$ cat config.mk
export PLATFORM = sky130hd
export DESIGN_NAME = record_frame_validator_top
export DESIGN_NICKNAME = d
export VERILOG_FILES = /design/src/rtl/rfv_pkg.sv /design/src/rtl/rfv_queue.sv /design/src/rtl/rfv_front.sv /design/src/rtl/rfv_back.sv /design/src/rtl/record_frame_validator_top.sv
export SDC_FILE = /design/constraint.sdc
export NUM_CORES = 2
export LEC_CHECK = 0
export BUFFER_PORTS_ARGS = -buffer_cell sky130_fd_sc_hd__buf_4
export CAP_MARGIN = 20
export CORE_ASPECT_RATIO = 1.75
export CORE_MARGIN = 2
export CORE_UTILIZATION = 55
export DETAILED_ROUTE_END_ITERATION = 8
export GPL_TIMING_DRIVEN = 0
export PLACE_DENSITY_LB_ADDON = 0.15
export SYNTH_ARGS = -nofsm -noshare
export SYNTH_HDL_FRONTEND = slang
export SYNTH_SLANG_ARGS = --single-unit
$ cat constraint.sdc
create_clock -name i_clk -period 33.6 [get_ports i_clk]
set_input_delay 5.04 -clock i_clk [delete_from_list [all_inputs] [get_ports i_clk]]
set_output_delay 5.04 -clock i_clk [all_outputs]
set_load 0.05 [all_outputs]
$ cat src/rtl/rfv_pkg.sv
package rfv_pkg;

    localparam int unsigned RFV_FRAME_LIMIT = 32'd16777216;
    localparam int unsigned QDEPTH = 4;

    localparam logic [3:0] ERR_NONE      = 4'd0;
    localparam logic [3:0] ERR_TRUNC_HDR = 4'd1;
    localparam logic [3:0] ERR_PAD_END   = 4'd2;
    localparam logic [3:0] ERR_SEQ_TWICE = 4'd3;
    localparam logic [3:0] ERR_SEQ_LATE  = 4'd4;
    localparam logic [3:0] ERR_BLK_EARLY = 4'd8;
    localparam logic [3:0] ERR_BLK_SHORT = 4'd9;
    localparam logic [3:0] ERR_BLK_END   = 4'd10;
    localparam logic [3:0] ERR_NO_SEQ    = 4'd11;
    localparam logic [3:0] ERR_TOO_LONG  = 4'd12;

    localparam int C_BLOCKS     = 0;
    localparam int C_PADS       = 1;
    localparam int C_PADBYTES   = 2;
    localparam int C_OVERSIZED  = 3;
    localparam int C_MISALIGNED = 4;
    localparam int C_OUTOFORDER = 5;
    localparam int C_LATECOARSE = 6;
    localparam int C_LATEOVER   = 7;

    localparam logic [2:0] LF_ORD_COARSE = 3'd1;
    localparam logic [2:0] LF_ORD_FINE   = 3'd2;
    localparam logic [2:0] LF_SEEN_FINE  = 3'd4;

    localparam logic [3:0] ST_VALID    = 4'd0;
    localparam logic [3:0] ST_ERROR    = 4'd1;
    localparam logic [3:0] ST_ERRPOS   = 4'd2;
    localparam logic [3:0] ST_WIDTH    = 4'd3;
    localparam logic [3:0] ST_HEIGHT   = 4'd4;
    localparam logic [3:0] ST_TOTAL    = 4'd5;
    localparam logic [3:0] ST_CHROMA   = 4'd6;
    localparam logic [3:0] ST_CRITICAL = 4'd15;

    localparam logic [1:0] REG_MAGIC = 2'd0;
    localparam logic [1:0] REG_SHARD = 2'd1;
    localparam logic [1:0] REG_HOFF  = 2'd2;

    typedef struct packed {
        logic [31:0] magic;
        logic [15:0] shard;
        logic [7:0]  hoff;
    } t_cfg;

    typedef struct packed {
        logic        word_v;
        logic [31:0] word;
        logic        stats;
    } t_qent;

    typedef struct packed {
        logic            ok;
        logic [3:0]      err;
        logic [31:0]     epos;
        logic [14:0]     wid;
        logic [14:0]     hgt;
        logic [23:0]     tot;
        logic            chr;
        logic [7:0][31:0] cnt;
        logic [31:0]     crit;
    } t_view;

    function automatic logic [4:0] side_blocks(input logic [14:0] extent);
        logic [15:0] a;
        logic [15:0] s;
        begin
            a = ({1'b0, extent} + 16'd31) & 16'hffe0;
            if (a < 16'd128) begin
                a = 16'd128;
            end
            s = ((a >> 5) + 16'd31) >> 5;
            side_blocks = s[4:0];
        end
    endfunction

endpackage

$ cat src/rtl/rfv_queue.sv
module rfv_queue (
    input  logic           i_clk,
    input  logic           i_rst_n,
    input  logic           i_push,
    input  rfv_pkg::t_qent i_data,
    input  logic           i_pop,
    output rfv_pkg::t_qent o_head,
    output logic           o_empty,
    output logic           o_full
);
    import rfv_pkg::*;

    localparam int AW = $clog2(QDEPTH);

    t_qent         r_mem [QDEPTH];
    logic [AW-1:0] r_wp;
    logic [AW-1:0] r_rp;
    logic [AW:0]   r_cnt;

    assign o_head  = r_mem[r_rp];
    assign o_empty = (r_cnt == '0);
    assign o_full  = (r_cnt == (AW+1)'(QDEPTH));

    always_ff @(posedge i_clk) begin
        if (i_push) begin
            r_mem[r_wp] <= i_data;
        end
    end

    always_ff @(posedge i_clk) begin
        if (!i_rst_n) begin
            r_wp  <= '0;
            r_rp  <= '0;
            r_cnt <= '0;
        end else begin
            if (i_push) begin
                r_wp <= r_wp + 1'b1;
            end
            if (i_pop) begin
                r_rp <= r_rp + 1'b1;
            end
            if (i_push && !i_pop) begin
                r_cnt <= r_cnt + 1'b1;
            end else if (!i_push && i_pop) begin
                r_cnt <= r_cnt - 1'b1;
            end
        end
    end
endmodule

$ cat src/rtl/rfv_front.sv
module rfv_front #(
    parameter int unsigned FRAME_LIMIT = rfv_pkg::RFV_FRAME_LIMIT
) (
    input  logic           i_clk,
    input  logic           i_rst_n,
    input  rfv_pkg::t_cfg  i_cfg,
    input  logic           i_cfg_upd,
    input  logic           i_valid,
    output logic           o_ready,
    input  logic [31:0]    i_word,
    input  logic [2:0]     i_bv,
    input  logic           i_last,
    input  logic           i_q_full,
    output logic           o_push,
    output rfv_pkg::t_qent o_qent,
    input  logic           i_done,
    output rfv_pkg::t_view o_view
);
    import rfv_pkg::*;

    localparam int PW = $clog2(FRAME_LIMIT + 1);
    localparam logic [PW:0] MAXV = (PW+1)'(FRAME_LIMIT);

    typedef enum logic [2:0] {PH_W0, PH_W1, PH_PAD, PH_BLK, PH_ERR} t_phase;

    t_phase         r_ph, n_ph;
    logic [PW-1:0]  r_pos, n_pos;
    logic [31:0]    r_left, n_left;
    logic [31:0]    r_w0, n_w0;
    logic [PW-1:0]  r_start, n_start;
    logic [15:0]    r_off, n_off;
    logic [15:0]    r_roff, n_roff;
    logic           r_norm, n_norm;
    logic [3:0]     r_err, n_err;
    logic [PW-1:0]  r_epos, n_epos;
    logic           r_hdr, n_hdr;
    logic [14:0]    r_wid, n_wid;
    logic [14:0]    r_hgt, n_hgt;
    logic [23:0]    r_tot, n_tot;
    logic           r_chr, n_chr;
    logic [11:0]    r_clim, n_clim;
    logic [23:0]    r_prev, n_prev;
    logic [2:0]     r_lf, n_lf;
    logic [PW-1:0]  r_cnt [8];
    logic [PW-1:0]  n_cnt [8];
    logic [PW-1:0]  r_crit, n_crit;
    logic           r_hold, n_hold;

    logic           acc;
    logic [2:0]     bv;
    logic [16:0]    stp;
    logic [35:0]    room;
    logic [35:0]    sz;
    logic [35:0]    ss36;
    logic           over;
    logic [11:0]    pwc;
    logic [23:0]    idx;
    logic           coarse;
    logic [1:0]     scode;
    logic [4:0]     sbw;
    logic [4:0]     sbh;
    logic [9:0]     sbp;
    logic [14:0]    nw;
    logic [14:0]    nh;

    assign o_ready = !r_hold && r_norm && !i_q_full && !i_cfg_upd;
    assign acc = i_valid && o_ready;

    always_comb begin
        n_ph = r_ph; n_pos = r_pos; n_left = r_left; n_w0 = r_w0; n_start = r_start;
        n_off = r_off; n_roff = r_roff; n_norm = r_norm; n_err = r_err; n_epos = r_epos;
        n_hdr = r_hdr; n_wid = r_wid; n_hgt = r_hgt; n_tot = r_tot; n_chr = r_chr;
        n_clim = r_clim; n_prev = r_prev; n_lf = r_lf; n_crit = r_crit; n_hold = r_hold;
        for (int i = 0; i < 8; i++) begin
            n_cnt[i] = r_cnt[i];
        end
        o_push = 1'b0;
        o_qent = '0;
        bv = (!i_last || i_bv > 3'd4) ? 3'd4 : i_bv;
        ss36 = {20'd0, i_cfg.shard};
        room = 36'(MAXV) - 36'(r_start);
        sz = '0; over = 1'b0; coarse = 1'b0; scode = '0;
        pwc = '0; idx = '0; sbw = '0; sbh = '0; sbp = '0; nw = '0; nh = '0;
        stp = {1'b0, r_off} + 17'd4;
        for (int k = 0; k < 4; k++) begin
            if (i_cfg.shard != '0 && stp >= {1'b0, i_cfg.shard}) begin
                stp = stp - {1'b0, i_cfg.shard};
            end
        end

        if (!r_norm) begin
            if (i_cfg.shard != '0 && r_off >= i_cfg.shard) begin
                n_off = r_off - i_cfg.shard;
            end else begin
                n_norm = 1'b1;
            end
        end

        if (acc) begin
            if (r_ph != PH_ERR && ({1'b0, r_pos} + (PW+1)'(bv)) > MAXV) begin
                n_err = ERR_TOO_LONG; n_epos = r_pos; n_ph = PH_ERR;
            end
            if (n_ph != PH_ERR && bv == 3'd4) begin
                case (r_ph)
                    PH_W0: begin
                        n_start = r_pos; n_roff = r_off; n_w0 = i_word; n_ph = PH_W1;
                        if (i_word != i_cfg.magic) begin
                            o_push = 1'b1; o_qent.word_v = 1'b1; o_qent.word = i_word;
                        end
                    end
                    PH_W1: begin
                        if (r_w0 == i_cfg.magic) begin
                            sz = 36'd8 + {2'b00, i_word, 2'b00};
                            if (sz > room) begin
                                n_err = ERR_PAD_END; n_epos = r_start; n_ph = PH_ERR;
                            end else begin
                                n_cnt[C_PADS] = r_cnt[C_PADS] + 1'b1;
                                n_cnt[C_PADBYTES] = r_cnt[C_PADBYTES] + sz[PW-1:0];
                                if (i_cfg.shard != '0) begin
                                    if (sz + 36'd8 > ss36) begin
                                        n_cnt[C_OVERSIZED] = r_cnt[C_OVERSIZED] + 1'b1;
                                    end else if (36'(r_roff) + sz > ss36) begin
                                        n_cnt[C_MISALIGNED] = r_cnt[C_MISALIGNED] + 1'b1;
                                    end
                                end
                                n_left = i_word;
                                n_ph = (i_word != '0) ? PH_PAD : PH_W0;
                            end
                        end else if (r_w0[31]) begin
                            scode = i_word[25:24];
                            if (r_hdr) begin
                                n_err = ERR_SEQ_TWICE; n_epos = r_start; n_ph = PH_ERR;
                            end else if (r_cnt[C_BLOCKS] != '0) begin
                                n_err = ERR_SEQ_LATE; n_epos = r_start; n_ph = PH_ERR;
                            end else if (scode != 2'd0) begin
                                n_err = ERR_SEQ_LATE + {2'b00, scode};
                                n_epos = r_start; n_ph = PH_ERR;
                            end else begin
                                nw = {1'b0, r_w0[13:0]} + 15'd1;
                                nh = {1'b0, r_w0[27:14]} + 15'd1;
                                sbw = side_blocks(nw);
                                sbh = side_blocks(nh);
                                sbp = sbw * sbh;
                                n_hdr = 1'b1; n_wid = nw; n_hgt = nh;
                                n_tot = i_word[23:0]; n_chr = i_word[26];
                                n_clim = 12'({sbp, 3'b000} + {1'b0, sbp, 2'b00});
                                n_crit = r_start + PW'(8);
                                if (i_cfg.shard != '0) begin
                                    if (36'd16 > ss36) begin
                                        n_cnt[C_OVERSIZED] = r_cnt[C_OVERSIZED] + 1'b1;
                                    end else if (36'(r_roff) + 36'd8 > ss36) begin
                                        n_cnt[C_MISALIGNED] = r_cnt[C_MISALIGNED] + 1'b1;
                                    end
                                end
                                n_ph = PH_W0;
                                o_push = 1'b1; o_qent.word_v = 1'b1; o_qent.word = i_word;
                            end
                        end else begin
                            pwc = r_w0[27:16];
                            sz = {22'd0, pwc, 2'b00};
                            idx = i_word[31:8];
                            if (!r_hdr) begin
                                n_err = ERR_BLK_EARLY; n_epos = r_start; n_ph = PH_ERR;
                            end else if (pwc < 12'd2) begin
                                n_err = ERR_BLK_SHORT; n_epos = r_start; n_ph = PH_ERR;
                            end else if (sz > room) begin
                                n_err = ERR_BLK_END; n_epos = r_start; n_ph = PH_ERR;
                            end else begin
                                if (r_cnt[C_BLOCKS] != '0 && idx < r_prev) begin
                                    n_cnt[C_OUTOFORDER] = r_cnt[C_OUTOFORDER] + 1'b1;
                                end
                                n_prev = idx;
                                n_cnt[C_BLOCKS] = r_cnt[C_BLOCKS] + 1'b1;
                                if (i_cfg.shard != '0) begin
                                    coarse = idx < {12'd0, r_clim};
                                    if (coarse && (r_lf & LF_SEEN_FINE) != '0) begin
                                        n_cnt[C_LATECOARSE] = r_cnt[C_LATECOARSE] + 1'b1;
                                    end
                                    over = (sz + 36'd8 > ss36);
                                    if (over) begin
                                        n_cnt[C_OVERSIZED] = r_cnt[C_OVERSIZED] + 1'b1;
                                        if ((r_lf & (coarse ? LF_ORD_COARSE : LF_ORD_FINE))
                                            != '0) begin
                                            n_cnt[C_LATEOVER] = r_cnt[C_LATEOVER] + 1'b1;
                                        end
                                    end else begin
                                        if (36'(r_roff) + sz > ss36) begin
                                            n_cnt[C_MISALIGNED] = r_cnt[C_MISALIGNED] + 1'b1;
                                        end
                                        n_lf = n_lf | (coarse ? LF_ORD_COARSE : LF_ORD_FINE);
                                    end
                                    if (!coarse) begin
                                        n_lf = n_lf | LF_SEEN_FINE;
                                    end else begin
                                        n_crit = r_start + sz[PW-1:0];
                                    end
                                end
                                n_left = {20'd0, pwc - 12'd2};
                                n_ph = (pwc != 12'd2) ? PH_BLK : PH_W0;
                                o_push = 1'b1; o_qent.word_v = 1'b1; o_qent.word = i_word;
                            end
                        end
                    end
                    PH_PAD: begin
                        n_left = r_left - 1'b1;
                        if (r_left == 32'd1) begin
                            n_ph = PH_W0;
                        end
                    end
                    PH_BLK: begin
                        o_push = 1'b1; o_qent.word_v = 1'b1; o_qent.word = i_word;
                        n_left = r_left - 1'b1;
                        if (r_left == 32'd1) begin
                            n_ph = PH_W0;
                        end
                    end
                    default: begin
                    end
                endcase
                n_pos = r_pos + PW'(4);
                n_off = stp[15:0];
            end

            if (i_last) begin
                if (n_ph != PH_ERR) begin
                    if (bv != 3'd0 && bv != 3'd4 && n_ph == PH_W0) begin
                        n_err = ERR_TRUNC_HDR; n_epos = n_pos; n_ph = PH_ERR;
                    end else if (n_ph == PH_W1) begin
                        n_err = ERR_TRUNC_HDR; n_epos = n_start; n_ph = PH_ERR;
                    end else if (n_ph == PH_PAD) begin
                        n_err = ERR_PAD_END; n_epos = n_start; n_ph = PH_ERR;
                    end else if (n_ph == PH_BLK) begin
                        n_err = ERR_BLK_END; n_epos = n_start; n_ph = PH_ERR;
                    end else if (!n_hdr) begin
                        n_err = ERR_NO_SEQ; n_epos = '0; n_ph = PH_ERR;
                    end
                end
                o_push = 1'b1;
                o_qent.stats = 1'b1;
                n_hold = 1'b1;
            end
        end

        if (i_done) begin
            n_ph = PH_W0; n_pos = '0; n_left = '0; n_w0 = '0; n_start = '0;
            n_err = ERR_NONE; n_epos = '0; n_hdr = 1'b0; n_wid = '0; n_hgt = '0;
            n_tot = '0; n_chr = 1'b0; n_clim = '0; n_prev = '0; n_lf = '0;
            n_crit = '0; n_hold = 1'b0;
            for (int i = 0; i < 8; i++) begin
                n_cnt[i] = '0;
            end
        end
        if (i_done || i_cfg_upd) begin
            n_off = {8'd0, i_cfg.hoff};
            n_roff = '0;
            n_norm = 1'b0;
        end
    end

    always_ff @(posedge i_clk) begin
        if (!i_rst_n) begin
            r_ph <= PH_W0; r_pos <= '0; r_left <= '0; r_w0 <= '0; r_start <= '0;
            r_off <= '0; r_roff <= '0; r_norm <= 1'b0; r_err <= ERR_NONE; r_epos <= '0;
            r_hdr <= 1'b0; r_wid <= '0; r_hgt <= '0; r_tot <= '0; r_chr <= 1'b0;
            r_clim <= '0; r_prev <= '0; r_lf <= '0; r_crit <= '0; r_hold <= 1'b0;
            for (int i = 0; i < 8; i++) begin
                r_cnt[i] <= '0;
            end
        end else begin
            r_ph <= n_ph; r_pos <= n_pos; r_left <= n_left; r_w0 <= n_w0;
            r_start <= n_start; r_off <= n_off; r_roff <= n_roff; r_norm <= n_norm;
            r_err <= n_err; r_epos <= n_epos; r_hdr <= n_hdr; r_wid <= n_wid;
            r_hgt <= n_hgt; r_tot <= n_tot; r_chr <= n_chr; r_clim <= n_clim;
            r_prev <= n_prev; r_lf <= n_lf; r_crit <= n_crit; r_hold <= n_hold;
            for (int i = 0; i < 8; i++) begin
                r_cnt[i] <= n_cnt[i];
            end
        end
    end

    always_comb begin
        o_view = '0;
        o_view.ok = (r_ph != PH_ERR);
        o_view.err = r_err;
        o_view.epos = 32'(r_epos);
        if (r_ph != PH_ERR) begin
            o_view.wid = r_wid;
            o_view.hgt = r_hgt;
            o_view.tot = r_tot;
            o_view.chr = r_chr;
            o_view.crit = 32'(r_crit);
            for (int i = 0; i < 8; i++) begin
                o_view.cnt[i] = 32'(r_cnt[i]);
            end
        end
    end
endmodule

$ cat src/rtl/rfv_back.sv
module rfv_back (
    input  logic           i_clk,
    input  logic           i_rst_n,
    input  rfv_pkg::t_qent i_head,
    input  logic           i_empty,
    output logic           o_pop,
    input  rfv_pkg::t_view i_view,
    output logic           o_done,
    output logic           o_tvalid,
    input  logic           i_tready,
    output logic           o_kind,
    output logic [3:0]     o_sid,
    output logic [31:0]    o_value,
    output logic           o_tlast
);
    import rfv_pkg::*;

    typedef enum logic {S_IDLE, S_STAT} t_state;

    t_state      r_st, n_st;
    logic        r_tvalid, n_tvalid;
    logic        r_kind, n_kind;
    logic [3:0]  r_sid, n_sid;
    logic [31:0] r_val, n_val;
    logic        r_last, n_last;
    logic [3:0]  r_idx, n_idx;
    logic        r_done, n_done;
    logic        free;
    logic [31:0] sval;

    assign free = !r_tvalid || i_tready;
    assign o_pop = (r_st == S_IDLE) && free && !i_empty;
    assign o_tvalid = r_tvalid;
    assign o_kind = r_kind;
    assign o_sid = r_sid;
    assign o_value = r_val;
    assign o_tlast = r_last;
    assign o_done = r_done;

    always_comb begin
        case (r_idx)
            ST_VALID:    sval = {31'd0, i_view.ok};
            ST_ERROR:    sval = {28'd0, i_view.err};
            ST_ERRPOS:   sval = i_view.epos;
            ST_WIDTH:    sval = {17'd0, i_view.wid};
            ST_HEIGHT:   sval = {17'd0, i_view.hgt};
            ST_TOTAL:    sval = {8'd0, i_view.tot};
            ST_CHROMA:   sval = {31'd0, i_view.chr};
            ST_CRITICAL: sval = i_view.crit;
            default:     sval = i_view.cnt[3'(r_idx - 4'd7)];
        endcase
    end

    always_comb begin
        n_st = r_st; n_tvalid = r_tvalid; n_kind = r_kind; n_sid = r_sid;
        n_val = r_val; n_last = r_last; n_idx = r_idx; n_done = 1'b0;
        if (free) begin
            n_tvalid = 1'b0;
        end
        case (r_st)
            S_IDLE: begin
                if (o_pop) begin
                    if (i_head.word_v) begin
                        n_tvalid = 1'b1; n_kind = 1'b0; n_sid = '0;
                        n_val = i_head.word; n_last = 1'b0;
                    end
                    if (i_head.stats) begin
                        n_st = S_STAT;
                        n_idx = '0;
                    end
                end
            end
            S_STAT: begin
                if (free) begin
                    n_tvalid = 1'b1; n_kind = 1'b1; n_sid = r_idx; n_val = sval;
                    n_last = (r_idx == ST_CRITICAL);
                    n_idx = r_idx + 1'b1;
                    if (r_idx == ST_CRITICAL) begin
                        n_done = 1'b1;
                        n_st = S_IDLE;
                    end
                end
            end
            default: n_st = S_IDLE;
        endcase
    end

    always_ff @(posedge i_clk) begin
        if (!i_rst_n) begin
            r_st <= S_IDLE; r_tvalid <= 1'b0; r_kind <= 1'b0; r_sid <= '0;
            r_val <= '0; r_last <= 1'b0; r_idx <= '0; r_done <= 1'b0;
        end else begin
            r_st <= n_st; r_tvalid <= n_tvalid; r_kind <= n_kind; r_sid <= n_sid;
            r_val <= n_val; r_last <= n_last; r_idx <= n_idx; r_done <= n_done;
        end
    end
endmodule

$ cat src/rtl/record_frame_validator_top.sv
// Channel   Dir  Handshake            Payload
// s         in   i_s_tvalid/o_s_tready tdata: word, bytes_valid; tlast: last
// m         out  o_m_tvalid/i_m_tready tdata: stat_id, value; tuser: kind; tlast
// apb       in   psel/penable/pready   pad magic, shard size, header offset
//
// One frame word per cycle while the queue is not full; each request yields at most
// one stripped word. After the last word of a frame, input is held until the last of
// its sixteen statistics has been loaded into the output register.
// After reset, a config write or a frame end, input waits while the header offset is
// reduced modulo shard_size, one subtract per cycle.
// Output is registered; a four-entry queue decouples parsing from output stalls.
module record_frame_validator_top #(
    parameter int unsigned FRAME_LIMIT = rfv_pkg::RFV_FRAME_LIMIT
) (
    input  logic        i_clk,
    input  logic        i_rst_n,
    input  logic        i_s_tvalid,
    output logic        o_s_tready,
    input  logic [39:0] i_s_tdata,   // word[31:0], bytes_valid[34:32], zero pad
    input  logic        i_s_tlast,
    output logic        o_m_tvalid,
    input  logic        i_m_tready,
    output logic [39:0] o_m_tdata,   // stat_id[3:0], value[35:4], zero pad
    output logic        o_m_tuser,   // kind
    output logic        o_m_tlast,
    input  logic        psel,
    input  logic        penable,
    input  logic        pwrite,
    input  logic [3:0]  paddr,
    input  logic [31:0] pwdata,
    output logic [31:0] prdata,
    output logic        pready
);
    import rfv_pkg::*;

    t_cfg        r_cfg;
    logic        r_upd;
    logic        wr;
    t_qent       qin;
    t_qent       qhead;
    logic        push;
    logic        pop;
    logic        qempty;
    logic        qfull;
    logic        done;
    t_view       view;
    logic [3:0]  sid;
    logic [31:0] val;

    assign pready = 1'b1;
    assign wr = psel && penable && pwrite;

    always_comb begin
        case (paddr[3:2])
            REG_MAGIC: prdata = r_cfg.magic;
            REG_SHARD: prdata = {16'd0, r_cfg.shard};
            REG_HOFF:  prdata = {24'd0, r_cfg.hoff};
            default:   prdata = '0;
        endcase
    end

    always_ff @(posedge i_clk) begin
        if (!i_rst_n) begin
            r_cfg <= '0;
            r_upd <= 1'b0;
        end else begin
            r_upd <= wr;
            if (wr) begin
                case (paddr[3:2])
                    REG_MAGIC: r_cfg.magic <= pwdata;
                    REG_SHARD: r_cfg.shard <= pwdata[15:0];
                    REG_HOFF:  r_cfg.hoff <= pwdata[7:0];
                    default: begin
                    end
                endcase
            end
        end
    end

    rfv_front #(.FRAME_LIMIT(FRAME_LIMIT)) u_front (
        .i_clk(i_clk), .i_rst_n(i_rst_n), .i_cfg(r_cfg), .i_cfg_upd(r_upd),
        .i_valid(i_s_tvalid), .o_ready(o_s_tready), .i_word(i_s_tdata[31:0]),
        .i_bv(i_s_tdata[34:32]), .i_last(i_s_tlast), .i_q_full(qfull),
        .o_push(push), .o_qent(qin), .i_done(done), .o_view(view)
    );

    rfv_queue u_queue (
        .i_clk(i_clk), .i_rst_n(i_rst_n), .i_push(push), .i_data(qin),
        .i_pop(pop), .o_head(qhead), .o_empty(qempty), .o_full(qfull)
    );

    rfv_back u_back (
        .i_clk(i_clk), .i_rst_n(i_rst_n), .i_head(qhead), .i_empty(qempty),
        .o_pop(pop), .i_view(view), .o_done(done), .o_tvalid(o_m_tvalid),
        .i_tready(i_m_tready), .o_kind(o_m_tuser), .o_sid(sid), .o_value(val),
        .o_tlast(o_m_tlast)
    );

    assign o_m_tdata = {4'd0, val, sid};
endmodule
==> metrics <==
outcome completed; RSZ-0062 raised after global routing false; post-route cell area 58,330 sq um; FP Rows 149; initial antenna violation count 21; Slew Limit Headroom 0.1415; Clock Path Buffers 3; initial DRC count 5,604; count of final setup violators 0; hold buffer count at cts 0; Required @ worst endpoint 34,160 ps; Power Density 71.49 nW/um^2; PortBufs between 100 and 150; Post-CTS Setup Bufs 0; Layout area overhead 11.30%; Hold WC Path Type flop to flop; critical path class flop to flop; Fin. Hold Viols 0; H-Tree Depth 3; actual slew at the worst max-slew pin 1252 ps; total overflow reported by the global router 0; DR DRC count 0; Slew Viols, Final 0; Die Span Y 412.3 um; CTS tree done; CTS Buf Count 74; core region area 94,330 sq um; number of placed I/O pins 161; Initial Utilization 0.5555; Post-synth ARST share 0; Post-layout nets 7,185; total wire length 238.8 mm; CP max stage delay roughly 840 ps; non-filler cells, final 8,021; clk_skew around 27 ps; P_leak 21.49 nW; first-pass iteration count of the detailed router 8; crit-path max FO 10; YS warnings 0; CTS root buf clkbuf_16; dpl hpwl 185.3 mm; die area 97,870 sq um; Yosys reg bits 741; Sink Count about 740; Cell Area, Synth 52,410 sq um; Fin Setup TNS 0 ps; Vias 53,857; most frequent cells in the layout 919 x nand2_1, 605 x dfxtp_1, 593 x a21oi_1; # placed instances 7,858; post-synth cell types 102; global-route wire length before repair about 340 mm; Placement Cell Area 55,540 sq um; sequential area share after synthesis 0.3090; ys flop type dfxtp_1; Post-synth EDFFs 136; Die X-Extent 237.3 um; Skew-Pair Late Insertion Delay approximately 710 ps; Syn Area/Cell 8.101 sq um; Power, Total 0.004170 W; largest net degree at the start of global routing 32; Max IR drop VDD about 0.19 mV; layout cells sized above 1 0.08683; Antenna Violating Nets Remaining 0; Arr. time, crit path 16,320 ps; CP most frequent cell ha_1; period utilisation layout 0.4693; # Max-Cap Violations 0; Reg clk slew, reported paths 60 ps; vias in the first global route 52,063; critical path endpoint category flop; Place WS between 15,000 and 20,000 ps; routability cong. between 1 and 1.5; vias per cell 6.714; WL/cell 29.77 um; Setup crit start kind flop; CP max-delay cell a2111oi_0; cts repair resizes 0; max frequency 0.06342 GHz; crit path time final 15,770 ps; Syn Inst Count 6,469; Global Route Usage Sum 0.4812; setup ws final 17,830 ps; commonest non-fill, non-tap cell in the layout nand2_1
==> final cells by class <==
cell class / count / area [sq um]
fillers: 8688 / 36010
diodes: 18 / 45.04
plain buffers: 395 / 1595
multi-input cells: 5102 / 33840
flip-flops and latches: 741 / 16200
clock inverters: 34 / 471.7
inverters: 234 / 878.3
repair buffers: 189 / 1669
clock buffers: 100 / 2123
well taps: 1208 / 1511
==> power by group <==
group	internal, W	switching, W
clock	0.000518	0.000398
combinational	0.000889	0.00136
sequential	0.000955	0.0000524
total	0.00236	0.00181
==> metal layers <==
layer / routed length (um) / GRT usage / share of wire
met4: 33370 / 0.5510 / 0.14
met1: 74940 / 0.4546 / 0.31
met2: 108300 / 0.7805 / 0.45
met3: 22080 / 0.1489 / 0.092
met5: 89 / 0 / 0.00037
==> synth_stat cells (18+ instances only) <==
| cell | count | area share |
|---|---|---|
| and3_1 | 79 | 0.0094 |
| fa_1 | 19 | 0.0073 |
| nor3_1 | 141 | 0.013 |
| mux4_2 | 81 | 0.035 |
| ha_1 | 345 | 0.082 |
| xor2_1 | 173 | 0.029 |
| o21a_1 | 26 | 0.0037 |
| o211ai_1 | 59 | 0.0085 |
| nor2_1 | 515 | 0.037 |
| a31oi_1 | 46 | 0.0055 |
| mux2i_1 | 97 | 0.019 |
| nor2b_1 | 44 | 0.0053 |
| a22oi_1 | 49 | 0.0070 |
| and2_1 | 103 | 0.012 |
| and4_1 | 18 | 0.0030 |
| buf_1 | 31 | 0.0022 |
| a211oi_1 | 89 | 0.013 |
| o21ai_0 | 296 | 0.028 |
| o31ai_1 | 23 | 0.0033 |
| nand2_1 | 919 | 0.066 |
| a21o_1 | 96 | 0.014 |
| a221oi_1 | 36 | 0.0060 |
| mux2_2 | 32 | 0.0069 |
| nand3_1 | 184 | 0.018 |
| edfxtp_1 | 136 | 0.078 |
| o311ai_0 | 19 | 0.0032 |
| a21oi_1 | 593 | 0.057 |
| dfxtp_1 | 605 | 0.23 |
| clkbuf_1 | 324 | 0.023 |
| xnor2_1 | 303 | 0.051 |
| nand2b_1 | 29 | 0.0035 |
| or2_2 | 48 | 0.0057 |
| o21bai_1 | 20 | 0.0029 |
| buf_2 | 24 | 0.0023 |
| o41ai_1 | 23 | 0.0038 |
| or3_1 | 88 | 0.011 |
| inv_1 | 231 | 0.017 |
| or4_1 | 33 | 0.0047 |
| nand4_1 | 136 | 0.016 |
| nor4_1 | 78 | 0.0093 |
==> critical path, delay by kind of cell, from the launching register on <==
family                   cells  cell delay, ps
adder cells (fa/ha/maj)      5            1590
XOR/XNOR                     1             370
AND/OR/NAND/NOR              8            1130
AO/OA/AOI/OAI               26            7820
multiplexers                 3            1150
flip-flops                   1             500
buffers and inverters        8            3040
==> stage by stage <==
| stage | hold slack, ps | utilization |
|---|---|---|
| 2_1_floorplan | 431.5 | - |
| 3_3_place_gp | 439.2 | 0.5834 |
| 3_5_place_dp | 445.2 | 0.5887 |
| 4_1_cts | 453.8 | 0.6163 |
| 5_1_grt | 461.9 | 0.6179 |
| 6_report | 450.2 | 0.6183 |
==> worst paths after layout <==
kind                       from            endpoint  slack, ps  cells past startpoint
max reg2reg    u_front.r_off[2]   u_front.r_off[15]      17830                     51
min reg2reg  u_front.r_prev[15]  u_front.r_prev[15]        450                      2
max            u_front.r_off[2]   u_front.r_off[15]      17830                     51
min          u_front.r_prev[15]  u_front.r_prev[15]        450                      2
==> registers in the layout, summed over array words and instances, names as in the netlist, 3 cells and up, named ones only <==
register / cells
u_front.r_tot: 24
u_front.r_err: 4
u_queue.r_mem: 136
u_front.r_left: 32
u_front.r_off: 16
u_front.r_lf: 3
u_back.o_value: 32
u_front.r_roff: 16
u_front.r_cnt: 198
u_front.r_pos: 23
u_front.r_start: 25
u_front.r_hgt: 15
r_cfg: 56
u_back.r_idx: 4
u_queue.r_cnt: 3
u_front.r_ph: 3
u_front.r_w0: 32
u_front.r_epos: 25
u_front.r_crit: 25
u_front.r_prev: 24
u_front.r_clim: 10
u_front.r_wid: 15
u_back.o_sid: 4
==> logic make-up (layout without fill, tap and decap cells) <==
family / after synthesis / after routing / synth area share
AOI/OAI and AO/OA: 1557 / 1557 / 0.1864
xor gates and xnor gates: 476 / 476 / 0.07955
adders and majority gates: 364 / 364 / 0.08963
buffers and inverters: 629 / 952 / 0.04694
DFF: 741 / 741 / 0.3090
muxes: 210 / 210 / 0.06021
other: 2 / 23 / 0.0001433
and+or+nand+nor: 2490 / 2490 / 0.2281
(Power assumes the default switching activity.)
